### config.mk
export PLATFORM = sky130hd
export DESIGN_NAME = imm_fifo
export DESIGN_NICKNAME = d
export VERILOG_FILES = /design/src/hdl/imm_fifo.sv
export SDC_FILE = /design/constraint.sdc
export NUM_CORES = 1
export LEC_CHECK = 0
export ABC_AREA = 0
export BUFFER_PORTS_ARGS = -buffer_cell sky130_fd_sc_hd__buf_2
export CORE_UTILIZATION = 50
export CTS_CLUSTER_DIAMETER = 150
export DETAILED_ROUTE_END_ITERATION = 7
export PLACE_DENSITY_LB_ADDON = 0.05
export SYNTH_ARGS = -nofsm -noshare
export SYNTH_HDL_FRONTEND = slang
export SYNTH_SLANG_ARGS = --single-unit
### constraint.sdc
create_clock -name clock -period 5.3 [get_ports clock]
set_input_delay 1.59 -clock clock [delete_from_list [all_inputs] [get_ports clock]]
set_output_delay 1.59 -clock clock [all_outputs]
set_load 0.02 [all_outputs]
### src/hdl/imm_fifo.sv
// ----------------------------------------------------------------------------
// Small synchronous queue
// First-in first-out buffer of registers with a fill count.
// ----------------------------------------------------------------------------
module imm_fifo #(
   parameter int WIDTH = 8,
   parameter int DEPTH = 4
) (
   input  logic                       clock,
   input  logic                       reset,
   input  logic                       push,
   input  logic [WIDTH-1:0]           wr_data,
   output logic                       full,
   input  logic                       pop,
   output logic [WIDTH-1:0]           rd_data,
   output logic                       empty,
   output logic [$clog2(DEPTH+1)-1:0] count
);

   localparam int PTR_W = $clog2(DEPTH);
   localparam int CNT_W = $clog2(DEPTH + 1);

   logic [WIDTH-1:0] slot_ff [DEPTH];
   logic [PTR_W-1:0] wr_ptr_ff, wr_ptr_in;
   logic [PTR_W-1:0] rd_ptr_ff, rd_ptr_in;
   logic [CNT_W-1:0] count_ff, count_in;
   logic             do_push, do_pop;

   assign full    = (count_ff == CNT_W'(DEPTH));
   assign empty   = (count_ff == '0);
   assign count   = count_ff;
   assign rd_data = slot_ff[rd_ptr_ff];
   assign do_push = push & ~full;
   assign do_pop  = pop & ~empty;

   always_comb begin
      wr_ptr_in = wr_ptr_ff;
      rd_ptr_in = rd_ptr_ff;
      count_in  = count_ff;
      if (do_push) begin
         wr_ptr_in = (wr_ptr_ff == PTR_W'(DEPTH - 1)) ? '0 : wr_ptr_ff + 1'b1;
      end
      if (do_pop) begin
         rd_ptr_in = (rd_ptr_ff == PTR_W'(DEPTH - 1)) ? '0 : rd_ptr_ff + 1'b1;
      end
      if (do_push && !do_pop) begin
         count_in = count_ff + 1'b1;
      end else if (do_pop && !do_push) begin
         count_in = count_ff - 1'b1;
      end
   end

   always_ff @(posedge clock) begin
      if (reset) begin
         wr_ptr_ff <= '0;
         rd_ptr_ff <= '0;
         count_ff  <= '0;
      end else begin
         wr_ptr_ff <= wr_ptr_in;
         rd_ptr_ff <= rd_ptr_in;
         count_ff  <= count_in;
      end
   end

   always_ff @(posedge clock) begin
      if (do_push) begin
         slot_ff[wr_ptr_ff] <= wr_data;
      end
   end

endmodule

* Yosys cells after proc, flatten, opt, wreduce, memory -nomap -nowiden
Memory sizes are Yosys's and may differ from the RTL's. A register that Yosys moved wholly into a read port is not among the register bits.
Index checks and enable logic that the tools add are counted.
** Storage, ports and cells
- Bits in writable memories :: 32
- Flip-flop bits (word level) :: 7
- Output and inout port bits :: 13
- Memories kept :: 1
** Operators by class
- Mux-type cells :: 8
- Reductions and logical operators :: 6
- Bitwise logic cells :: 4
- Add/sub/neg operators :: 4
- Eq/ne operators :: 3
** Memory list
- slot_ff :: words 4, bits a word 8, read ports 1, clocked after memory_dff 1, write ports 1, line 23 : logic [WIDTH-1:0] slot_ff [DEPTH];
** Operators with widths (count)
- 2-bit 2-to-1 mux :: 4
- 3-bit 2-to-1 mux :: 2
- 2-bit by 1-bit adder with 2-bit output, second input constant :: 2
- 2-bit equality test, second input constant :: 2
- 3-bit by 1-bit adder with 3-bit output, second input constant :: 1
- 3-bit equality test, second input constant :: 1
- 3-bit zero test :: 1
- 3-bit by 1-bit subtractor with 3-bit output, second input constant :: 1
- 1-bit AND :: 2
- 1-bit logical AND :: 2
- 1-bit zero test :: 2
- 1-bit 2-to-1 mux :: 2
- 1-bit inverter :: 2
- 2-bit nonzero test :: 1

* Logic depth before layout (Yosys ltp)
Gate-level depths: netlist of run 1.
- Depth in word-level cells :: 7
- Mapped depth :: 10
- Depth with buffers taken out :: 9

* Worst setup path after synthesis of run 1
OpenSTA, ideal clock, no wires.
- Path type :: input to register
- Start point :: input push
- End point :: register count_ff[2] (netlist: count[2])
- Data arrival time :: 3023 ps
- Setup slack :: 2207 ps
- Stages on the path :: 8
- Setup time :: 70 ps
- Path buffers :: 0
- Required time :: 5230 ps
- Path through :: inv_1 > nor2_2 > ha_1 > inv_1 > fa_1 > xor2_1 > or3_2 > a21oi_1
** On the way
- Longest elaborated chain between the ends :: 4
** RTL lines
- from (decl) :: line 11 : input logic push,
- 1-bit AND * :: line 33 : assign do_push = push & ~full;
- net do_push :: line 27 : logic do_push, do_pop;
- 1-bit zero test :: line 48 : end else if (do_pop && !do_push) begin
- 1-bit logical AND :: line 48
- 2-bit nonzero test (no source line)
- to (signal assigned) :: line 61 : count_ff <= count_in;
- to (decl) :: line 26 : logic [CNT_W-1:0] count_ff, count_in;
Mark *: on every way through the listed nets, which the timed path passes. The rest lies on a longest branch.
A chain may end at the register's enable or synchronous reset.

==> results.md, run 1 <==
- Initial antenna violation count: 0
- CTS resizes: 0
- Flop and latch count out of synthesis: 41
- Clk_lat worst skew: between 0.3 and 0.4 ns
- Final setup vio count: 0
- Largest net degree at the start of global routing: 13
- Vias in the first global route: slightly below 800
- Dpl hpwl: between 1500 and 2000 um
- GP Congestion: roughly 0.62
- Syn Nets: 111
- CP Cell Sequence: mux4_2 > buf_2
- Met3 Use GR: 0.0611
- Chip height: around 60 um
- I/O pins: 25
- Skew final: 0.0101 ns
- Final core utilization: 0.600
- Clock transition at the registers of the reported paths: 0.11 ns
- Synth Cell Area: around 1600 um^2
- Slew @ Worst Pin: roughly 0.56 ns
- Hold Buf Count CTS: 0
- Post-synth top area share: 0.584
- CP delay by family, top: flip-flops
- DR vias: between 800 and 900
- Row count: 20
- Setup crit end: rd_data[7]
- Post-synthesis sequential area ratio: 0.694
- Unrepaired setup endpoints after global routing: false
- Startpoint class of the critical path: flip-flop
- GRT Max-Usage Layer: met2
- Max Cap Viol: 0
- Reg2reg end: count[2]$_SDFFE_PP0P_
- IO Port Bufs: 24
- Avg WL per Cell: 14.1 um
- Starting density of the core: 0.535
- Tmin final: approximately 3.4 ns
- Critical Path RT: around 3.7 ns
- Fillers: 247
- Layout area overhead: 12.3%
- Die area: 3520 um^2
- Netlist cell types: 26
- Hold WC Path Type: flip-flop to flip-flop
- Routed WL: roughly 2300 um
- Leak pwr: just under 0.0007 uW
- Crit-path max cell delay: about 0.7 ns
- Kind of critical path: flip-flop to output pin
- R2r setup slk: ~3 ns
- # H-tree levels: 2
- Post-CTS Setup Repair Bufs: 0
- Detailed-route DRC error count: 0
- CTS max path bufs: 2
- Grt met1 use: 0.174
- Multi-input logic area: 457 um^2
- RR Startpoint: count[0]$_SDFFE_PP0P_
- Critical path buffers and inverters: 1
- Max Fclk: a little under 0.3 GHz
- Slew headroom: 0.628
- GR Util met2: 0.255
- Clock sinks: just over 40
- Cell count along the critical path: 2
- GRT Total Usage: 0.155
- Slew Viols, Final: 0
- Core area: ~3000 um^2
- Crit path max fanout: 8
- Final Hold Fails: 0
- Pwr dens: ~440 nW/um^2
- Max VDD drop: ~0.00025 V
- Num CTS Buffers: 5
- DRT Pass-1 Iters: 4
- Ys Warns: 0
- Setup TNS: 0 ns
- Arr. time, crit path: between 1.5 and 2 ns
- CTS tree: built
- Worst path slowest cell: dfxtp_1
- Iter 0 DRT Violations: 40
- Root buffer cell: clkbuf_4
- Vias/cell: just over 5
- Reg2reg path depth: 9
- Post-Synthesis Cells: 92
- Die span in x: 59.4 um
- Worst setup EP type: output pin
- Grt ovf: 0
- Ranking of synthesized cells by area: edfxtp_1 (58%), dfxtp_1 (11%), mux4_2 (11%)
- Final period util: 0.635
- First-pass GRT wire length: roughly 3700 um
- Status: completed
- Register area: between 1000 and 1500 um^2
- Layout Nets: between 100 and 150
- Antenna Nets Post-Route: 0
- Top cell type by total area after synthesis: edfxtp_1
- Post-synthesis area per instance: 17.9 um^2
- Share of cells above drive strength 1: 0.400
- N_diodes: 0
## how the worst min path moves through the flow
stage                                   start                        end  slack [ns]  cells past startpoint
CTS                 rd_ptr_ff[0]$_SDFFE_PP0P_  rd_ptr_ff[0]$_SDFFE_PP0P_        0.52                      2
finish              rd_ptr_ff[0]$_SDFFE_PP0P_                  flip-flop        0.51                      2
floorplan           rd_ptr_ff[0]$_SDFFE_PP0P_                  flip-flop        0.46                      2
global placement    rd_ptr_ff[0]$_SDFFE_PP0P_  rd_ptr_ff[0]$_SDFFE_PP0P_        0.48                      2
global route        rd_ptr_ff[0]$_SDFFE_PP0P_  rd_ptr_ff[0]$_SDFFE_PP0P_        0.55                      2
detailed placement  rd_ptr_ff[0]$_SDFFE_PP0P_                  flip-flop        0.50                      2
## cells in the final DEF (no fill, tap or decap)
cell      instances
nor3_1            2
inv_1             4
or3_1             1
ha_1              6
o31ai_2           2
a21oi_1           3
clkinv_2          2
nand3_1           2
clkbuf_1          1
clkinv_4          1
or3_2             1
o21ai_0           1
fa_1              1
o21ai_1           1
dfxtp_1           9
mux4_2            8
nand2_1           1
buf_2            24
xor2_1            2
mux2i_1           2
nor2_2            1
clkbuf_4          5
or3b_1            1
and3_2            4
edfxtp_1         32
nor2_1            3
## layout make-up
type | count | share of cell area
clock inverter | 2 | 0.00542
tap | 44 | 0.0298
inverter | 5 | 0.0129
timing repair buffer | 24 | 0.0650
clock buffer | 6 | 0.0223
sequential | 41 | 0.617
multi-input combinational | 42 | 0.247
## per-layer routing
metal  wire length, um  vias to the layer above
met5                 0                        -
met3               116                        6
met1               945                      396
met4                42                        0
li1                  -                      408
met2              1210                       22
## through the flow
stage	std cells	cell area (um^2)	setup slack [ns]	hold WS, ns	total power, uW
6_report	164	1850	1.93	0.514	808
5_1_grt	164	1850	1.78	0.545	860
4_1_cts	164	1850	1.86	0.521	822
3_5_place_dp	156	1800	1.98	0.497	680
3_3_place_gp	156	1800	2.02	0.482	676
2_1_floorplan	92	1650	2.21	0.463	616
## state kept, by name, indices dropped and copies added, names as in the netlist, named ones only
register and count:
count 3, rd_ptr_ff 2, slot_ff 32, wr_ptr_ff 2
## synthesized netlist by cell type
cell type / instances
o21ai_0: 1
clkinv_4: 1
fa_1: 1
and3_2: 4
buf_2: 1
nand2_1: 1
inv_1: 4
nor3_1: 2
nand3_1: 2
or3_1: 1
dfxtp_1: 9
mux4_2: 8
ha_1: 6
o21ai_1: 1
nor2_2: 1
edfxtp_1: 32
nor2_1: 3
buf_1: 1
xor2_1: 2
a21oi_1: 3
o31ai_2: 2
or3b_1: 1
mux2i_1: 2
buf_6: 1
clkbuf_1: 1
or3_2: 1
## worst reg2reg max path, delay by kind of cell, from the launching register on
kind | cells | cell delay [ns]
buffers and inverters | 2 | 0.15
AO/OA/AOI/OAI | 1 | 0.14
AND/OR/NAND/NOR | 3 | 0.83
adder cells (fa/ha/maj) | 2 | 0.56
XOR/XNOR | 1 | 0.15
flip-flops | 1 | 0.48
## kinds of logic (layout without fill, tap and decap cells)
family | count (synthesis) | count (layout) | share of synthesized area
buffers and inverters | 9 | 37 | 0.0289
flip-flops | 41 | 41 | 0.694
multiplexers | 10 | 10 | 0.122
adder cells (fa/ha/maj) | 7 | 7 | 0.0578
AND/OR/NAND/NOR | 16 | 16 | 0.0570
XOR/XNOR | 2 | 2 | 0.0106
AO/OA/AOI/OAI | 7 | 7 | 0.0304
## where the power goes
group          switching [uW]  internal, uW
Clock                    90.6          50.6
Combinational             128           108
Sequential               39.8           392
Total                     258           550
Note: power is estimated with default switching activity, not from simulation.
==> run 2: changes to the inputs <==
Settings changed: ABC_AREA 0 to 1.
Clock period 5.3 ns to 2.8 ns, I/O delays scaled along.
==> results.md, run 2 <==
- Multi-input logic area: around 470 um^2
- Top cell type by total area after synthesis: edfxtp_1
- Flop and latch count out of synthesis: 41
- Largest net degree at the start of global routing: 17
- Final period util: 0.860
- Most flop-heavy register: slot_ff
- Hold Buf Count CTS: 0
- Iter 0 DRT Violations: 21
- Reg2reg path depth: 9
- Vias in the first global route: 1005
- Cell count along the critical path: 4
- Synth cell count leaders: nor2_1 (33), edfxtp_1 (32), inv_1 (17), nand2_1 (13), o21ai_0 (13)
- Unrepaired setup endpoints after global routing: false
- Dpl hpwl: a little over 2000 um
- Kind of critical path: flip-flop to output pin
- Clk_lat worst skew: 0.35 ns
- Avg WL per Cell: roughly 13 um
- Num CTS Buffers: 5
- CTS tree: built
- Slew headroom: 0.770
- Antenna Nets Post-Route: 0
- GP Congestion: around 0.77
- IO Port Bufs: 24
- Max Cap Viol: 0
- Most frequent cells in the layout: nor2_1 (33), edfxtp_1 (32), buf_2 (24), inv_1 (17)
- Final Hold Fails: 0
- Slew Viols, Final: 0
- Chip height: 60.3 um
- Setup TNS: 0 ns
- Synth async-reset ratio: 0
- Post-synth top area share: 0.566
- Critical Path RT: ~2.0 ns
- Root buffer cell: clkbuf_4
- RR Startpoint: count[1]$_SDFFE_PP0P_
- Syn Nets: between 150 and 200
- Post-synthesis sequential area ratio: 0.673
- Netlist cell types: 19
- Startpoint class of the critical path: flip-flop
- Critical path buffers and inverters: 2
- Hold WC Path Type: flip-flop to flip-flop
- Pwr dens: approximately 940 nW/um^2
- Final setup vio count: 0
- First-pass GRT wire length: approximately 4600 um
- Starting density of the core: 0.542
- Skew final: between 0.01 and 0.015 ns
- Crit path max fanout: 9
- EDFF count, synth: 32
- Fillers: between 200 and 300
- Max VDD drop: between 0.0005 and 0.0006 V
- Die span in x: around 60 um
- DR vias: between 1000 and 1500
- Initial antenna violation count: 0
- Number of flip-flops in the largest register: 32
- Synth Flop Type: edfxtp_1
- N_diodes: 0
- Post-CTS Setup Repair Bufs: 0
- Core area: 3130 um^2
- Worst path slowest cell: dfxtp_1
- CTS max path bufs: 2
- Post-Synthesis Cells: between 100 and 150
- Post-synthesis area per instance: between 10 and 15 um^2
- Routed WL: 2930 um
- Synth Cell Area: 1700 um^2
- Leak pwr: around 0.0008 uW
- CP delay by family, top: buffers and inverters
- Worst setup EP type: output pin
- Ranking of synthesized cells by area: edfxtp_1 (57%), dfxtp_1 (11%), nor2_1 (7.3%)
- R2r setup slk: 0.95 ns
- Register area: between 1000 and 1500 um^2
- Detailed-route DRC error count: 0
- Row count: 20
- Clock transition at the registers of the reported paths: roughly 0.12 ns
- Reg2reg end: count[1]$_SDFFE_PP0P_
- I/O pins: 25
- Crit-path max cell delay: approximately 0.43 ns
- Vias/cell: around 5
- Grt ovf: 0
- Status: completed
- DRT Pass-1 Iters: 4
- Final setup margin: 0.391 ns
- Slew @ Worst Pin: around 0.34 ns
- Layout Nets: 200
- Setup crit end: rd_data[2]
- GRT Total Usage: 0.186
- Clock sinks: around 40
- Setup WS pre-CTS: between 0.6 and 0.7 ns
- Ys Warns: 0
- CTS resizes: 0
- # H-tree levels: 2
- Share of cells above drive strength 1: 0.231
- Die area: 3630 um^2
- CP Cell Sequence: inv_1 > o21ai_0 > o22ai_1 > buf_2
- Layout area overhead: 16.2%
- Max Fclk: between 0.4 and 0.5 GHz
- Arr. time, crit path: 1.57 ns
- Most common cell after layout, fill and taps aside: nor2_1
- Tmin final: around 2.4 ns
- Most numerous cell in the Yosys netlist: nor2_1
run 2: cell count changes after synthesis, moves of 3 or more:
cell     before  now
o21ai_2       0    3
and3_2        4    0
mux4_2        8    0
nor2_1        3   33
o22ai_1       0    8
o21ai_0       1   13
inv_1         4   17
nand2_1       1   13
run 2: worst register-to-register path, delay by kind of cell, from the launching register on:
| family | cells | cell delay (ns) |
|---|---|---|
| simple gates | 4 | 0.47 |
| fa+ha+maj | 2 | 0.62 |
| compound gates | 1 | 0.17 |
| flops | 1 | 0.37 |
| buf+inv | 2 | 0.14 |
run 2: cell type report:
type                    instances  share of cell area
clock buffers                   7              0.0387
repair buffers                 29              0.0800
flip-flops and latches         41               0.579
clock inverters                 1             0.00381
inverters                      18              0.0343
well taps                      44              0.0279
multi-input cells              86               0.236
run 2: kinds of logic (layout without fill, tap and decap cells):
kind of cell | count (synthesis) | after routing | synth area share
AO/OA/AOI/OAI | 27 | 27 | 0.0922
flip-flops | 41 | 41 | 0.673
buffers and inverters | 20 | 55 | 0.0531
XOR/XNOR | 1 | 1 | 0.00516
AND/OR/NAND/NOR | 51 | 51 | 0.121
adder cells (fa/ha/maj) | 7 | 7 | 0.0560
run 2: how the worst min path moves through the flow:
| stage | slack (ns) | from | to | cells past startpoint |
|---|---|---|---|---|
| 6_report | 0.54 | rd_ptr_ff[1]$_SDFFE_PP0P_ | rd_ptr_ff[1]$_SDFFE_PP0P_ | 2 |
| 5_1_grt | 0.57 | rd_ptr_ff[1]$_SDFFE_PP0P_ | rd_ptr_ff[1]$_SDFFE_PP0P_ | 2 |
| 4_1_cts | 0.55 | rd_ptr_ff[1]$_SDFFE_PP0P_ | rd_ptr_ff[1]$_SDFFE_PP0P_ | 2 |
| 3_5_place_dp | 0.53 | rd_ptr_ff[1]$_SDFFE_PP0P_ | rd_ptr_ff[1]$_SDFFE_PP0P_ | 2 |
| 3_3_place_gp | 0.51 | rd_ptr_ff[1]$_SDFFE_PP0P_ | rd_ptr_ff[1]$_SDFFE_PP0P_ | 2 |
| 2_1_floorplan | 0.48 | rd_ptr_ff[1]$_SDFFE_PP0P_ | flip-flop | 2 |
run 2: per-stage QoR:
stage | util | instance area [um^2] | hold slack [ns] | cells | power, uW
6_report | 0.630 | 1970 | 0.540 | 226 | 1850
5_1_grt | 0.630 | 1970 | 0.567 | 226 | 1970
4_1_cts | 0.630 | 1970 | 0.547 | 226 | 1870
3_5_place_dp | 0.603 | 1890 | 0.527 | 218 | 1500
3_3_place_gp | 0.603 | 1890 | 0.512 | 218 | 1480
2_1_floorplan | - | 1700 | 0.483 | 147 | 1300
run 2: where the power goes:
part	leakage (uW)	internal (uW)	switching (uW)
combinational	0.000405	233	428
clock	0.0000427	176	188
sequential	0.000368	753	70.9
total	0.000816	1160	687
run 2: layer usage:
layer / GRT usage / vias up / wire [um]
li1: - / 569 / -
met1: 0.195 / 526 / 1250
met2: 0.338 / 24 / 1520
met3: 0.0390 / 8 / 97
met4: 0.110 / 0 / 61
met5: 0 / - / 0
