--- config.mk ---
export PLATFORM = sky130hd
export DESIGN_NAME = imm_front
export DESIGN_NICKNAME = d
export VERILOG_FILES = /design/src/hdl/imm_pkg.sv /design/src/hdl/imm_fifo.sv /design/src/hdl/imm_front.sv
export SDC_FILE = /design/constraint.sdc
export NUM_CORES = 1
export LEC_CHECK = 0
export BUFFER_PORTS_ARGS = -buffer_cell sky130_fd_sc_hd__buf_2
export CAP_MARGIN = 20
export CORE_ASPECT_RATIO = 0.8
export CORE_UTILIZATION = 45
export CTS_CLUSTER_DIAMETER = 150
export DETAILED_ROUTE_END_ITERATION = 8
export PLACE_DENSITY = 0.68
export SETUP_SLACK_MARGIN = 0.3
export SLEW_MARGIN = 20
export SYNTH_ARGS = -nofsm -noshare
export SYNTH_HDL_FRONTEND = slang
export SYNTH_SLANG_ARGS = --single-unit
--- constraint.sdc ---
create_clock -name clock -period 7.7 [get_ports clock]
set_clock_uncertainty 0.2 [all_clocks]
set_input_delay 1.155 -clock clock [delete_from_list [all_inputs] [get_ports clock]]
set_output_delay 1.155 -clock clock [all_outputs]
set_load 0.005 [all_outputs]
--- src/hdl/imm_pkg.sv ---
// ----------------------------------------------------------------------------
// Integer matrix multiply package
// Shared constants, codes and transfer structures of the matrix multiplier.
// ----------------------------------------------------------------------------
package imm_pkg;

   localparam int MAX_DIM_DEFAULT    = 8;
   localparam int DATA_WIDTH_DEFAULT = 32;

   localparam int ELEM_W      = 32;
   localparam int IDX_W       = 3;
   localparam int DIM_REG_W   = 4;
   localparam int TYPE_REG_W  = 2;
   localparam int CSR_INDEX_W = 2;
   localparam int CSR_DATA_W  = 4;
   localparam int CMD_DEPTH   = 2;
   localparam int RSP_DEPTH   = 4;

   typedef enum logic [1:0] {
      OP_LOAD_A  = 2'd0,
      OP_LOAD_B  = 2'd1,
      OP_COMPUTE = 2'd2
   } op_type;

   typedef enum logic [CSR_INDEX_W-1:0] {
      CSR_ROWS_M    = 2'd0,
      CSR_INNER_K   = 2'd1,
      CSR_COLS_N    = 2'd2,
      CSR_ELEM_TYPE = 2'd3
   } csr_index_type;

   typedef enum logic [TYPE_REG_W-1:0] {
      ELEM_INT8  = 2'd0,
      ELEM_INT16 = 2'd1,
      ELEM_INT32 = 2'd2
   } elem_kind_type;

   typedef enum logic [1:0] {
      CMD_LOAD_A,
      CMD_LOAD_B,
      CMD_COMPUTE
   } cmd_kind_type;

   typedef enum logic {
      BK_IDLE,
      BK_RUN
   } back_state_type;

   // Configuration as seen by the back end: last valid index of each
   // dimension, already clamped to the store size.
   typedef struct packed {
      logic [IDX_W-1:0]      last_row;
      logic [IDX_W-1:0]      last_inner;
      logic [IDX_W-1:0]      last_col;
      logic [TYPE_REG_W-1:0] elem_kind;
   } cfg_type;

   typedef struct packed {
      cmd_kind_type      kind;
      logic [IDX_W-1:0]  row;
      logic [IDX_W-1:0]  col;
      logic [ELEM_W-1:0] element;
   } cmd_type;

   typedef struct packed {
      logic [ELEM_W-1:0] product_value;
      logic [IDX_W-1:0]  out_row;
      logic [IDX_W-1:0]  out_col;
      logic              last;
   } rsp_type;

   typedef struct packed {
      logic             first;
      logic             last_inner;
      logic             last_all;
      logic [IDX_W-1:0] row;
      logic [IDX_W-1:0] col;
   } step_type;

endpackage

--- src/hdl/imm_fifo.sv ---
// ----------------------------------------------------------------------------
// Small synchronous queue
// First-in first-out buffer of registers with a fill count.
// ----------------------------------------------------------------------------
module imm_fifo #(
   parameter int WIDTH = 8,
   parameter int DEPTH = 4
) (
   input  logic                       clock,
   input  logic                       reset,
   input  logic                       push,
   input  logic [WIDTH-1:0]           wr_data,
   output logic                       full,
   input  logic                       pop,
   output logic [WIDTH-1:0]           rd_data,
   output logic                       empty,
   output logic [$clog2(DEPTH+1)-1:0] count
);

   localparam int PTR_W = $clog2(DEPTH);
   localparam int CNT_W = $clog2(DEPTH + 1);

   logic [WIDTH-1:0] slot_ff [DEPTH];
   logic [PTR_W-1:0] wr_ptr_ff, wr_ptr_in;
   logic [PTR_W-1:0] rd_ptr_ff, rd_ptr_in;
   logic [CNT_W-1:0] count_ff, count_in;
   logic             do_push, do_pop;

   assign full    = (count_ff == CNT_W'(DEPTH));
   assign empty   = (count_ff == '0);
   assign count   = count_ff;
   assign rd_data = slot_ff[rd_ptr_ff];
   assign do_push = push & ~full;
   assign do_pop  = pop & ~empty;

   always_comb begin
      wr_ptr_in = wr_ptr_ff;
      rd_ptr_in = rd_ptr_ff;
      count_in  = count_ff;
      if (do_push) begin
         wr_ptr_in = (wr_ptr_ff == PTR_W'(DEPTH - 1)) ? '0 : wr_ptr_ff + 1'b1;
      end
      if (do_pop) begin
         rd_ptr_in = (rd_ptr_ff == PTR_W'(DEPTH - 1)) ? '0 : rd_ptr_ff + 1'b1;
      end
      if (do_push && !do_pop) begin
         count_in = count_ff + 1'b1;
      end else if (do_pop && !do_push) begin
         count_in = count_ff - 1'b1;
      end
   end

   always_ff @(posedge clock) begin
      if (reset) begin
         wr_ptr_ff <= '0;
         rd_ptr_ff <= '0;
         count_ff  <= '0;
      end else begin
         wr_ptr_ff <= wr_ptr_in;
         rd_ptr_ff <= rd_ptr_in;
         count_ff  <= count_in;
      end
   end

   always_ff @(posedge clock) begin
      if (do_push) begin
         slot_ff[wr_ptr_ff] <= wr_data;
      end
   end

endmodule

--- src/hdl/imm_front.sv ---
// ----------------------------------------------------------------------------
// Matrix multiply front end
// Holds the configuration registers, classifies incoming items and queues
// the ones that need work for the back end.
// ----------------------------------------------------------------------------
module imm_front import imm_pkg::*; #(
   parameter int MAX_DIM = MAX_DIM_DEFAULT
) (
   input  logic                   clock,
   input  logic                   reset,
   input  logic                   req_push,
   output logic                   req_full,
   input  logic [1:0]             req_operation,
   input  logic [IDX_W-1:0]       req_row_index,
   input  logic [IDX_W-1:0]       req_col_index,
   input  logic [ELEM_W-1:0]      req_element,
   input  logic                   csr_write_en,
   input  logic [CSR_INDEX_W-1:0] csr_index,
   input  logic [CSR_DATA_W-1:0]  csr_data,
   output cfg_type                cfg,
   input  logic                   cmd_pop,
   output cmd_type                cmd,
   output logic                   cmd_empty
);

   logic [DIM_REG_W-1:0]  rows_m_ff, inner_k_ff, cols_n_ff;
   logic [TYPE_REG_W-1:0] elem_type_ff;
   logic                  accept, in_range, enqueue;
   cmd_type               cmd_new;
   logic [$clog2(CMD_DEPTH+1)-1:0] cmd_count;

   function automatic logic [IDX_W-1:0] last_index(input logic [DIM_REG_W-1:0] dim);
      logic [IDX_W-1:0] lim;
      if (dim == '0) begin
         lim = '0;
      end else if (dim > DIM_REG_W'(MAX_DIM)) begin
         lim = IDX_W'(MAX_DIM - 1);
      end else begin
         lim = IDX_W'(dim - 1'b1);
      end
      return lim;
   endfunction

   always_ff @(posedge clock) begin
      if (reset) begin
         rows_m_ff    <= DIM_REG_W'(8);
         inner_k_ff   <= DIM_REG_W'(8);
         cols_n_ff    <= DIM_REG_W'(8);
         elem_type_ff <= ELEM_INT32;
      end else if (csr_write_en) begin
         case (csr_index)
            CSR_ROWS_M:    rows_m_ff    <= csr_data;
            CSR_INNER_K:   inner_k_ff   <= csr_data;
            CSR_COLS_N:    cols_n_ff    <= csr_data;
            CSR_ELEM_TYPE: elem_type_ff <= csr_data[TYPE_REG_W-1:0];
            default: ;
         endcase
      end
   end

   assign cfg.last_row   = last_index(rows_m_ff);
   assign cfg.last_inner = last_index(inner_k_ff);
   assign cfg.last_col   = last_index(cols_n_ff);
   assign cfg.elem_kind  = elem_type_ff;

   assign accept   = req_push & ~req_full;
   assign in_range = (int'(req_row_index) < MAX_DIM) && (int'(req_col_index) < MAX_DIM);

   // Loads outside the store and the unused operation code are accepted and
   // dropped here; they never reach the back end.
   always_comb begin
      cmd_new.row     = req_row_index;
      cmd_new.col     = req_col_index;
      cmd_new.element = req_element;
      cmd_new.kind    = CMD_COMPUTE;
      enqueue         = 1'b0;
      case (req_operation)
         OP_LOAD_A: begin
            cmd_new.kind = CMD_LOAD_A;
            enqueue      = accept & in_range;
         end
         OP_LOAD_B: begin
            cmd_new.kind = CMD_LOAD_B;
            enqueue      = accept & in_range;
         end
         OP_COMPUTE: begin
            cmd_new.kind = CMD_COMPUTE;
            enqueue      = accept;
         end
         default: enqueue = 1'b0;
      endcase
   end

   imm_fifo #(
      .WIDTH($bits(cmd_type)),
      .DEPTH(CMD_DEPTH)
   ) u_cmd_fifo (
      .clock  (clock),
      .reset  (reset),
      .push   (enqueue),
      .wr_data(cmd_new),
      .full   (req_full),
      .pop    (cmd_pop),
      .rd_data(cmd),
      .empty  (cmd_empty),
      .count  (cmd_count)
   );

   // The command count is not needed here beyond the full flag.
   logic unused_count;
   assign unused_count = ^cmd_count;

endmodule

== After elaboration in Yosys (flattened, before gate mapping) ==
Memories as Yosys holds them, arrays and structs flattened. A register that Yosys moved wholly into a read port is not among the register bits.
Cells that the tools add are included.

* Register bits: 18
* RAM bits: 80
* Logic and storage cells: 61
* Memories kept: 1

* Add/sub/neg operators: 7
* Order comparisons: 3
* Equality and inequality tests: 6
* Multiplexer cells: 16
* Bitwise gates (word level): 5
* Reduce and logical (&&, ||, !) cells: 16

{| class="wikitable"
|+ Memories
! name !! depth !! width !! rd ports !! clocked after memory_dff !! write ports !! line !! source
|-
| u_cmd_fifo.slot_ff || 2 || 40 || 1 || 1 || 1 || imm_fifo.sv:23 || <nowiki>logic [WIDTH-1:0] slot_ff [DEPTH];</nowiki>
|}

{| class="wikitable"
|+ Operators by type and width
! kind !! number
|-
| $mux W3 || 6
|-
| $gt A4 B4 Y1 const B || 3
|-
| $logic_not A4 Y1 || 3
|-
| $sub A3 B1 Y3 const B || 3
|-
| $eq A2 B2 Y1 const B || 4
|-
| $reduce_and A2 Y1 || 4
|-
| $mux W1 || 7
|-
| $logic_not A2 Y1 || 3
|-
| $eq A2 B1 Y1 const B || 2
|-
| $mux W2 || 2
|-
| $pmux W2 S2 || 1
|-
| $and A1 B1 Y1 || 3
|-
| $reduce_or A3 Y1 || 1
|-
| $add A1 B1 Y1 const B || 2
|-
| $add A2 B1 Y2 const B || 1
|-
| $logic_and A1 B1 Y1 || 2
|-
| $logic_not A1 Y1 || 2
|-
| $not A1 Y1 || 2
|-
| $reduce_bool A2 Y1 || 1
|-
| $sub A2 B1 Y2 const B || 1
|}

== Longest topological paths before layout ==
Gate-level depths: netlist of run 1.

* Depth in word-level cells: 9
* Depth in mapped cells: 6

== Cells and area by module ==
From an unflattened synthesis of run 1, not the netlist that was laid out.

* Cells, all modules: 235
* Area, all modules: 3878.7 µm²

{| class="wikitable"
|+ Modules (own cells, without submodules)
! module !! instances !! cells each !! area each (µm²) !! sequential area each (µm²)
|-
| imm_fifo || 1 || 149 || 3090.5 || 2502.4
|-
| imm_front || 1 || 86 || 788.3 || 280.3
|}

== Worst setup path after synthesis of run 1 ==
OpenSTA, ideal clock, no wires.

* Path type: in2reg
* From: input port req_push
* To: memory u_cmd_fifo.slot_ff[0][0] (netlist bit) (enable)
* Library setup time: 0.442 ns
* Arrival: 3.292 ns
* Required time: 7.058 ns
* Slack: 3.766 ns
* Stages: 3
* Cells stage by stage: inv_1 -> a211oi_4 -> nor2b_1

* Cells in the longest elaborated chain, start to end: 5

{| class="wikitable"
|+ RTL lines
! what !! line !! source
|-
| from (decl) || imm_front.sv:11 || <nowiki>input logic req_push,</nowiki>
|-
| $and A1 B1 Y1 || imm_front.sv:66 || <nowiki>assign accept = req_push & ~req_full;</nowiki>
|-
| $mux W1 || imm_front.sv:77 || <nowiki>case (req_operation)</nowiki>
|-
| $and A1 B1 Y1 || imm_fifo.sv:33 || <nowiki>assign do_push = push & ~full;</nowiki>
|-
| named net u_cmd_fifo.do_push || imm_fifo.sv:27 || <nowiki>logic do_push, do_pop;</nowiki>
|-
| $mux W1 || imm_fifo.sv:66 || <nowiki>if (do_push) begin</nowiki>
|-
| $mux W1 (implied by the code) || imm_fifo.sv:67 || <nowiki>slot_ff[wr_ptr_ff] <= wr_data;</nowiki>
|-
| to (decl) || imm_fifo.sv:23 ||
|}

The timed path passes the listed nets, and every way through them passes these cells.

==> results of run 1 <==
[state kept, by name, indices dropped and copies added (netlist names), named ones only]
name	cells
u_cmd_fifo.rd_ptr_ff	1
u_cmd_fifo.count	2
rows_m_ff	4
u_cmd_fifo.wr_ptr_ff	1
inner_k_ff	4
cols_n_ff	4
elem_type_ff	2
u_cmd_fifo.slot_ff	80
[worst paths after layout]
path	from	to	slack, ps	cells past startpoint
setup / recovery	register	cmd[37]	4430	2
hold / removal	elem_type_ff[1]	elem_type_ff[1]	300	2
setup reg to reg	u_cmd_fifo.count[0]	u_cmd_fifo.slot_ff[1][19]	5480	3
hold reg to reg	elem_type_ff[1]	elem_type_ff[1]	300	2
[metrics by stage]
| step | area [µm²] | utilization (%) | cells |
|---|---|---|---|
| floorplan | 3845 | - | 233 |
| global placement | 4473 | 55.28 | 437 |
| detailed placement | 4528 | 55.96 | 439 |
| CTS | 4715 | 58.27 | 455 |
| global route | 4715 | 58.27 | 455 |
| finish | 4715 | 58.27 | 455 |
[layer usage]
metal | vias to the layer above | GRT usage [%] | routed length [µm]
met5 | - | 0 | 0
met4 | 0 | 5.378 | 57
met3 | 4 | 5.280 | 384
met2 | 57 | 24.70 | 3141
met1 | 1044 | 20.45 | 3056
li1 | 1078 | - | -
[area by class of cell]
type,count,area (µm²),area share (%)
sequential,99,2784,59.05
multi-input combinational,116,997.2,21.15
timing repair buffer,105,570.5,12.10
tap,108,135.1,2.866
clock buffer,9,123.9,2.627
clock inverter,7,62.56,1.327
inverter,11,41.29,0.8758
[worst max-delay path, delay by kind of cell (launching register included)]
family / cells / cell delay (ps)
buffers and inverters: 1 / 130
flip-flops: 1 / 970
multiplexers: 1 / 440
[logic make-up after synthesis]
group | synth area share (%)
adders and majority gates | 1.302
AOI/OAI and AO/OA | 3.742
muxes | 14.87
and+or+nand+nor | 5.109
DFF | 72.37
xor gates and xnor gates | 0.6835
buffers and inverters | 1.920
[power breakdown]
part | total [W] | leakage (nW) | switching (W) | internal, W
registers | 0.000701 | 0.896 | 0.0000504 | 0.000651
logic | 0.000297 | 0.859 | 0.000126 | 0.000171
clock network | 0.000313 | 0.0988 | 0.000187 | 0.000126
total | 0.00131 | 1.85 | 0.000364 | 0.000948
[cells in the final DEF, fill, tap and decap left out]
| master | Yosys | layout |
|---|---|---|
| xor2_1 | 3 | 3 |
| a21o_1 | 3 | 3 |
| a21oi_1 | 1 | 1 |
| mux2_2 | 41 | 41 |
| a211o_1 | 3 | 3 |
| nor2_1 | 20 | 20 |
| dfxtp_2 | 0 | 1 |
| ha_1 | 4 | 4 |
| buf_16 | 0 | 2 |
| dfxtp_1 | 19 | 18 |
| and2_2 | 0 | 1 |
| a211oi_4 | 1 | 1 |
| o21ai_0 | 5 | 5 |
| buf_2 | 5 | 103 |
| inv_6 | 0 | 4 |
| clkbuf_8 | 0 | 9 |
| nand3b_1 | 2 | 2 |
| nand3_1 | 1 | 1 |
| nand2_1 | 3 | 3 |
| o21a_1 | 3 | 3 |
| o31ai_1 | 3 | 3 |
| inv_8 | 0 | 2 |
| clkinv_2 | 0 | 1 |
| or3_1 | 1 | 1 |
| nor3b_4 | 1 | 1 |
| edfxtp_1 | 80 | 80 |
| nand2b_1 | 1 | 1 |
| nor2b_2 | 1 | 1 |
| inv_1 | 11 | 11 |
| nor2b_1 | 7 | 6 |
| nor2b_4 | 0 | 1 |
| mux2i_1 | 11 | 11 |
==> run_results.csv, run 1 <==
group,metric,value,unit
status,status,"complete, no violations",
grt,grt_pass1_wl,10.47,mm
detailed_routing,vias,2183,
finish,n_fill_cell,671,
clock_network,post_cts_resized,0,
grt,grt_usage,15.68,%
yosys,synth_top_area_cell,"edfxtp_1",
sta,maxSlewViolCount,0,
yosys,syn-instance-count,233,
sta,finalWorstSetupSlack,4434,ps
yosys,synth_area_leaders,"edfxtp_1 62%, mux2_2 12%, dfxtp_1 9.9%, mux2i_1 2.9%, nor2_1 2.0%",
sta,rsz0062_at_grt,"false",
sta,fmax,306.2,MHz
worst_setup_path,worstPathCellList,"mux2_2, buf_2",
power_and_ir_drop,power.total,0.001311,W
placement,port_buffers,103,
sta,fin_hold_ws,299.0,ps
worst_setup_path,end_kind,"primary output",
grt,first_global_vias,2120,
yosys,synth-edff-count,80,
floorplanning,start_util,47.52,%
yosys,yosysSeqAreaShare,72.37,%
floorplanning,fp.coreArea,8092,µm²
worst_setup_path,required,6340,ps
detailed_routing,dr.pass1.iters,4,
yosys,yosysWarningCount,0,
hold_path,hold_path_class,"register to register",
clock_network,ctsHtreeMaxLevel,3,
yosys,netlist.area_leader.share,62.48,%
detailed_routing,drt-initial-drc-count,82,
clock_network,cts-root-buf,"clkbuf_8",
clock_network,cts.clk_slew.worst_paths,100,ps
clock_network,cts_hold_buf,0,
yosys,ys_top_cells_by_count,"80 x edfxtp_1, 41 x mux2_2, 20 x nor2_1",
worst_setup_path,cp_data_arrival_time,1910,ps
floorplanning,fp.dieW,105.3,µm
run,maxCapViolations,0,
worst_setup_path,start_kind,"register",
yosys,synth_most_common_cell,"edfxtp_1",
sta,finalCritPeriodShare,42.41,%
sta,min_period,3266,ps
floorplanning,num_rows,29,
clock_network,insertion_delay,360,ps
yosys,async_flop_share,0,%
detailed_routing,wirelength,6.639,mm
clock_network,cts_buffers,9,
yosys,avgSynthCellArea,16.50,µm²
floorplanning,ioPinCount,104,
yosys,postSynthNetCount,288,
grt,grt_max_degree,41,
sta,worstMarginPinSlew,990.8,ps
yosys,ys_ff_latch,99,
clock_network,tritoncts,"yes",
worst_setup_path,slowest_delay,970,ps
floorplanning,die_y,84.68,µm
finish,drive_gt1_share,48.41,%
power_and_ir_drop,irDropWorstVdd,0.0001578,V
grt,grt.overflow.total,0,
sta,finalSetupTns,0,ps
worst_setup_path,path_class,"register to primary output",
yosys,synth-main-ff-cell,"edfxtp_1",
finish,antenna_cells,0,
grt,antenna_found_initial,0,
yosys,syn_area,3845,µm²
sta,setup_viol,0,
detailed_routing,wl_per_cell,14.59,µm
detailed_routing,postRouteAntennaNets,0,
placement,hpwl,4.643,mm
worst_setup_path,slowest_stage,"dfxtp_2",
yosys,yosys.cell_types.count,26,
clock_network,cts_sinks,99,
power_and_ir_drop,powerDensity,278.2,nW/µm²
placement,place_congestion,0.7658,
sta,hold_viol,0,
detailed_routing,drcViolationCount,0,
finish,area_delta_synth_final,22.62,%
placement,place_ws,4645,ps
detailed_routing,routed_via_density,4.798,
floorplanning,dieArea,8920,µm²
clock_network,post_cts_buffers,0,
worst_setup_path,cp_max_fo,40,
clock_network,clock_path_buffers,2,
sta,maxSlewHeadroom,33.95,%
finish,fin_nets,397,
power_and_ir_drop,p_leak,1.854,nW
(Power assumes the default switching activity.)
==> run 2: changes to the inputs <==
ABC_AREA = 1   (was unset)
clock period = 3.4 ns   (was 7.7 ns; I/O delays follow)
==> run 2 against run 1 <==
Die area is 1.3% lower. Sequential power is 110% higher. Critical path depth is 1 higher. Highest routed layer unchanged. Critical path type unchanged. Combinational power is 100% higher. Register-to-register slack worse by 4100 ps. Wire length is 0.48% lower. Utilization is 0.58 points lower. Sequential share of layout area is 0.86 points higher.
==> run_results.csv, run 2 <==
group,metric,value,unit
power_and_ir_drop,power.total,0.002889,W
yosys,yosys.cell_types.count,20,
yosys,avgSynthCellArea,14.99,µm²
finish,layout_commonest_cell,"buf_2",
sta,finalCritPeriodShare,69.82,%
clock_network,clock_path_buffers,2,
hold_path,hold_path_class,"primary input to register",
finish,multi_input_area,899.6,µm²
finish,largest_reg_flops,80,
yosys,syn_area,3792,µm²
sta,setup_viol,0,
clock_network,post_cts_resized,0,
sta,fmax,421.3,MHz
yosys,yosysWarningCount,0,
clock_network,ctsHtreeMaxLevel,3,
clock_network,tritoncts,"yes",
yosys,netlist.area_leader.share,63.35,%
placement,place_congestion,0.8099,
yosys,async_flop_share,0,%
clock_network,cts_sinks,99,
status,status,"complete, no violations",
worst_setup_path,slowest_stage,"buf_4",
worst_setup_path,cp_max_fo,40,
sta,finalSetupTns,0,ps
sta,rsz0062_at_grt,"false",
detailed_routing,wl_per_cell,13.91,µm
grt,grt.overflow.total,0,
power_and_ir_drop,p_leak,1.807,nW
finish,antenna_cells,0,
grt,grt_max_degree,41,
clock_network,cts_buffers,9,
worst_setup_path,cp_data_arrival_time,1660,ps
sta,maxSlewHeadroom,40.48,%
detailed_routing,vias,2300,
sta,finalWorstSetupSlack,1026,ps
yosys,syn-instance-count,253,
yosys,synth-edff-count,80,
finish,drive_gt1_share,44.69,%
run,maxCapViolations,0,
worst_setup_path,path_class,"register to primary output",
clock_network,insertion_delay,340,ps
placement,port_buffers,103,
yosys,synth_area_leaders,"edfxtp_1 63%, mux2_2 12%, dfxtp_1 10%, o21ai_0 2.4%, inv_1 2.2%",
detailed_routing,drt-initial-drc-count,82,
detailed_routing,routed_via_density,4.842,
detailed_routing,dr.pass1.iters,4,
detailed_routing,wl_met1,2.923,mm
sta,worstMarginPinSlew,891.5,ps
finish,fin_nets,418,
power_and_ir_drop,powerDensity,621.6,nW/µm²
floorplanning,fp.coreArea,8055,µm²
clock_network,cts_hold_buf,0,
yosys,postSynthNetCount,308,
placement,hpwl,4.413,mm
floorplanning,fp.dieW,104.6,µm
detailed_routing,wirelength,6.607,mm
floorplanning,dieArea,8801,µm²
floorplanning,num_rows,29,
floorplanning,die_y,84.11,µm
worst_setup_path,worstPathCellList,"buf_4, mux2_2, buf_2",
detailed_routing,drcViolationCount,0,
yosys,synth_most_common_cell,"edfxtp_1",
yosys,synth-main-ff-cell,"edfxtp_1",
grt,antenna_found_initial,0,
floorplanning,start_util,47.08,%
sta,hold_viol,0,
floorplanning,ioPinCount,104,
finish,largest-register,"u_cmd_fifo.slot_ff",
sta,maxSlewViolCount,0,
worst_setup_path,required,2690,ps
detailed_routing,wl_met3,361,µm
detailed_routing,highest_layer,"met4",
clock_network,post_cts_buffers,0,
hold_path,hp-start,"req_row_index[0]",
yosys,ys_ff_latch,99,
finish,area_delta_synth_final,22.53,%
worst_setup_path,r2r-start,"u_cmd_fifo.count[0]",
worst_setup_path,start_kind,"register",
yosys,yosysSeqAreaShare,73.38,%
worst_setup_path,end_kind,"primary output",
finish,n_fill_cell,688,
grt,grt_usage,15.53,%
detailed_routing,dr_wl_met2,3.257,mm
detailed_routing,postRouteAntennaNets,0,
sta,min_period,2374,ps
grt,first_global_vias,2190,
yosys,ys_top_cells_by_count,"80 x edfxtp_1, 40 x mux2_2, 22 x inv_1",
finish,layout_common_cells,"103 x buf_2, 80 x edfxtp_1, 40 x mux2_2, 21 x inv_1, 19 x nand2_1",
power_and_ir_drop,irDropWorstVdd,0.0003256,V
clock_network,cts.clk_slew.worst_paths,90,ps
yosys,synth_top_area_cell,"edfxtp_1",
clock_network,cts-root-buf,"clkbuf_8",
grt,grt_pass1_wl,10.35,mm
placement,place_ws,1051,ps
worst_setup_path,slowest_delay,460,ps
finish,seqCellArea,2784,µm²
[run 2: cell count changes in the layout (fill, tap and decap cells not counted), moves of 6 or more]
cell / previous run / this run
inv_1: 11 / 21
nand2_1: 3 / 19
nand3_1: 1 / 9
a21oi_1: 1 / 8
mux2i_1: 11 / 0
o21ai_0: 5 / 18
nor2b_1: 6 / 0
[run 2: worst max-delay path: cells and delay by family, from the launching register on]
kind | cells | cell delay [ps]
multiplexers | 1 | 420
flip-flops | 1 | 320
buffers and inverters | 2 | 590
[run 2: logic make-up (layout without fill, tap and decap cells)]
| kind of cell | count (synthesis) | after routing | share of synthesized area (%) |
|---|---|---|---|
| AO/OA/AOI/OAI | 30 | 30 | 4.157 |
| adder cells (fa/ha/maj) | 4 | 4 | 1.320 |
| buffers and inverters | 28 | 142 | 3.200 |
| flip-flops | 99 | 99 | 73.37 |
| multiplexers | 40 | 40 | 11.88 |
| AND/OR/NAND/NOR | 52 | 52 | 6.071 |
[run 2: cell type report]
type	instances	share of cell area [%]
timing repair buffer	105	11.42
tap	108	2.908
sequential	99	59.91
inverter	22	1.777
multi-input combinational	126	19.36
clock buffer	10	2.746
clock inverter	5	1.885
[run 2: where the power goes]
part | internal, W | total (W) | switching [W]
Combinational | 0.000291 | 0.000603 | 0.000311
Sequential | 0.00146 | 0.00150 | 0.0000401
Clock | 0.000417 | 0.000791 | 0.000373
[run 2: final timing paths]
check,slack [ps],end,cells past startpoint
worst max-delay path,1030,cmd[34],3
worst min-delay path,150,u_cmd_fifo.slot_ff[0][35],1
worst min register to register,260,elem_type_ff[0],2
worst max register to register,1380,u_cmd_fifo.slot_ff[1][30],4
[run 2: through the flow]
stage	hold slack [ps]	util, %	instances	instance area [µm²]
floorplan	232.7	-	253	3797
global placement	230.5	55.02	460	4432
detailed placement	246.1	55.02	460	4432
CTS	126.6	57.69	475	4647
global route	120.6	57.69	475	4647
finish	152.7	57.69	475	4647
[run 2: metal layers]
metal / vias up / track usage, %
li1: 1138 / -
met1: 1088 / 19.07
met2: 66 / 26.31
met3: 8 / 4.918
met4: 0 / 4.994
met5: - / 0
==> run 3: changes to the inputs <==
PLACE_DENSITY = 0.71   (was 0.68)
clock period = 1.95 ns   (was 3.4 ns; I/O delays follow)
==> run 3 against run 2 <==
Non-clock buffer count up 50. Setup slack worse by 1000 ps. Hold slack worse by 130 ps. Via count up 12%. Register-to-register slack worse by 970 ps. Sequential power up 77%. Cell area up 22%.
==> run_results.csv, run 3 (synthesized netlist as in run 2, its figures left out) <==
group,metric,value,unit
clock_network,cts_sinks,99,
clock_network,ctsHtreeMaxLevel,3,
worst_setup_path,cp_data_arrival_time,1430,ps
sta,min_period,1925,ps
detailed_routing,routed_via_density,4.882,
worst_setup_path,slowest_stage,"dfxtp_4",
sta,finalSetupTns,0,ps
detailed_routing,dr.pass1.iters,4,
floorplanning,start_util,47.08,%
clock_network,cts-root-buf,"clkbuf_8",
detailed_routing,wirelength,8.265,mm
floorplanning,die_y,84.11,µm
finish,layout_common_cells,"80 x edfxtp_1, 68 x buf_2, 40 x dlygate4sd3_1, 36 x mux2_4, 36 x buf_6",
detailed_routing,wl_per_cell,15.71,µm
clock_network,cts_buffers,9,
detailed_routing,wl_met1,3.463,mm
worst_setup_path,path_class,"register to primary output",
clock_network,clock_path_buffers,2,
clock_network,cts.clk_slew.worst_paths,90,ps
power_and_ir_drop,p_seq_share,47.9,%
detailed_routing,postRouteAntennaNets,0,
worst_setup_path,slowest_delay,430,ps
sta,maxSlewViolCount,0,
hold_path,hold_path_class,"primary input to register",
placement,port_buffers,103,
sta,hold_viol,0,
clock_network,insertion_delay,340,ps
power_and_ir_drop,irDropWorstVdd,0.0004992,V
sta,maxSlewHeadroom,70.91,%
finish,antenna_cells,0,
power_and_ir_drop,p_leak,2.243,nW
floorplanning,fp.coreArea,8055,µm²
clock_network,tritoncts,"yes",
detailed_routing,highest_layer,"met4",
placement,place_ws,275.8,ps
placement,place_congestion,0.7718,
detailed_routing,drcViolationCount,0,
power_and_ir_drop,powerDensity,976.6,nW/µm²
worst_setup_path,end_kind,"primary output",
finish,final_util,70.30,%
run,maxCapViolations,0,
finish,largest_reg_flops,80,
finish,area_delta_synth_final,49.32,%
status,status,"complete, no violations",
grt,grt_pass1_wl,12.36,mm
power_and_ir_drop,p_int,0.004037,W
worst_setup_path,start_kind,"register",
floorplanning,num_rows,29,
grt,grt_usage,18.70,%
power_and_ir_drop,p_switching,0.001494,W
detailed_routing,dr_wl_met2,4.306,mm
worst_setup_path,critical_path.top_delay_family,"flip-flops",
finish,largest-register,"u_cmd_fifo.slot_ff",
grt,grt.overflow.total,0,
detailed_routing,vias,2568,
power_and_ir_drop,swShare,27.00,%
power_and_ir_drop,p_comb_share,30.6,%
sta,rsz0062_at_grt,"true",
sta,setup_viol,0,
sta,finalCritPeriodShare,98.71,%
worst_setup_path,cp_max_fo,17,
floorplanning,fp.dieW,104.6,µm
floorplanning,ioPinCount,104,
worst_setup_path,required,1460,ps
finish,drive_gt1_share,49.04,%
detailed_routing,drt-initial-drc-count,120,
grt,first_global_vias,2528,
sta,fmax,519.5,MHz
power_and_ir_drop,clkPwrFrac,21.4,%
worst_setup_path,r2r-start,"u_cmd_fifo.count[1]",
sta,worstMarginPinSlew,435.8,ps
grt,antenna_found_initial,0,
placement,hpwl,4.501,mm
floorplanning,dieArea,8801,µm²
finish,layout_commonest_cell,"edfxtp_1",
finish,fin_nets,468,
hold_path,hp-start,"csr_data[1]",
sta,finalWorstSetupSlack,25.10,ps
grt,grt_max_degree,41,
worst_setup_path,worstPathCellList,"buf_16, mux2_4, buf_6",
worst_setup_path,path_buf_inv,2,
detailed_routing,wl_met3,431,µm
[run 3: what timing repair did]
action                                  in CTS  in global routing
hold buffers                                39                  1
resized for setup                           66                 46
gates cloned                                 1                  2
buffers inserted                             3                  2
endpoints found under the hold margin       77                  2
pin swaps                                   13                  8
endpoints found under the setup margin      49                 56
[run 3: power by group through the flow]
| stage | registers, W | logic, W | clock network (W) |
|---|---|---|---|
| after floorplan | 0.00265 | 0.000666 | 0 |
| after global placement | 0.00265 | 0.00110 | 0 |
| after detailed placement | 0.00267 | 0.00111 | 0 |
| after CTS | 0.00264 | 0.00143 | 0.00122 |
| after global routing | 0.00267 | 0.00182 | 0.00133 |
| final | 0.00265 | 0.00169 | 0.00119 |
[run 3: stage by stage]
step / total power (W) / instance area [µm²] / instances / hold WS (ps)
6_report: 0.005531 / 5663 / 526 / 21.38
5_1_grt: 0.005817 / 5663 / 526 / 38.90
4_1_cts: 0.005283 / 5368 / 521 / 1.480
3_5_place_dp: 0.003782 / 4517 / 462 / 248.3
3_3_place_gp: 0.003754 / 4517 / 462 / 232.3
2_1_floorplan: 0.003315 / 3836 / 253 / 191.4
[run 3: final timing paths]
kind	to	depth (start not counted)	slack (ps)
hold / removal	elem_type_ff[1]	3	20
setup / recovery	cmd[2]	3	30
hold reg to reg	elem_type_ff[0]	2	260
setup reg to reg	u_cmd_fifo.slot_ff[1][26]	6	410
[run 3: tightest hold or removal path, stage by stage]
cell and delay (ps):
buf_2 110, nand4_1 70, nand3_1 70
[run 3: area by class of cell]
type / instances / area, µm²
clock buffer: 11 / 131.4
timing repair buffer: 155 / 1321
fill: 565 / 2392
clock inverter: 5 / 43.79
tap: 108 / 135.1
inverter: 22 / 86.33
multi-input combinational: 126 / 1150
sequential: 99 / 2795
[run 3: metal layers]
metal	global-route usage [%]	vias to the layer above
met3	6.011	8
met5	0	-
li1	-	1232
met4	4.225	0
met1	22.86	1244
met2	32.51	84
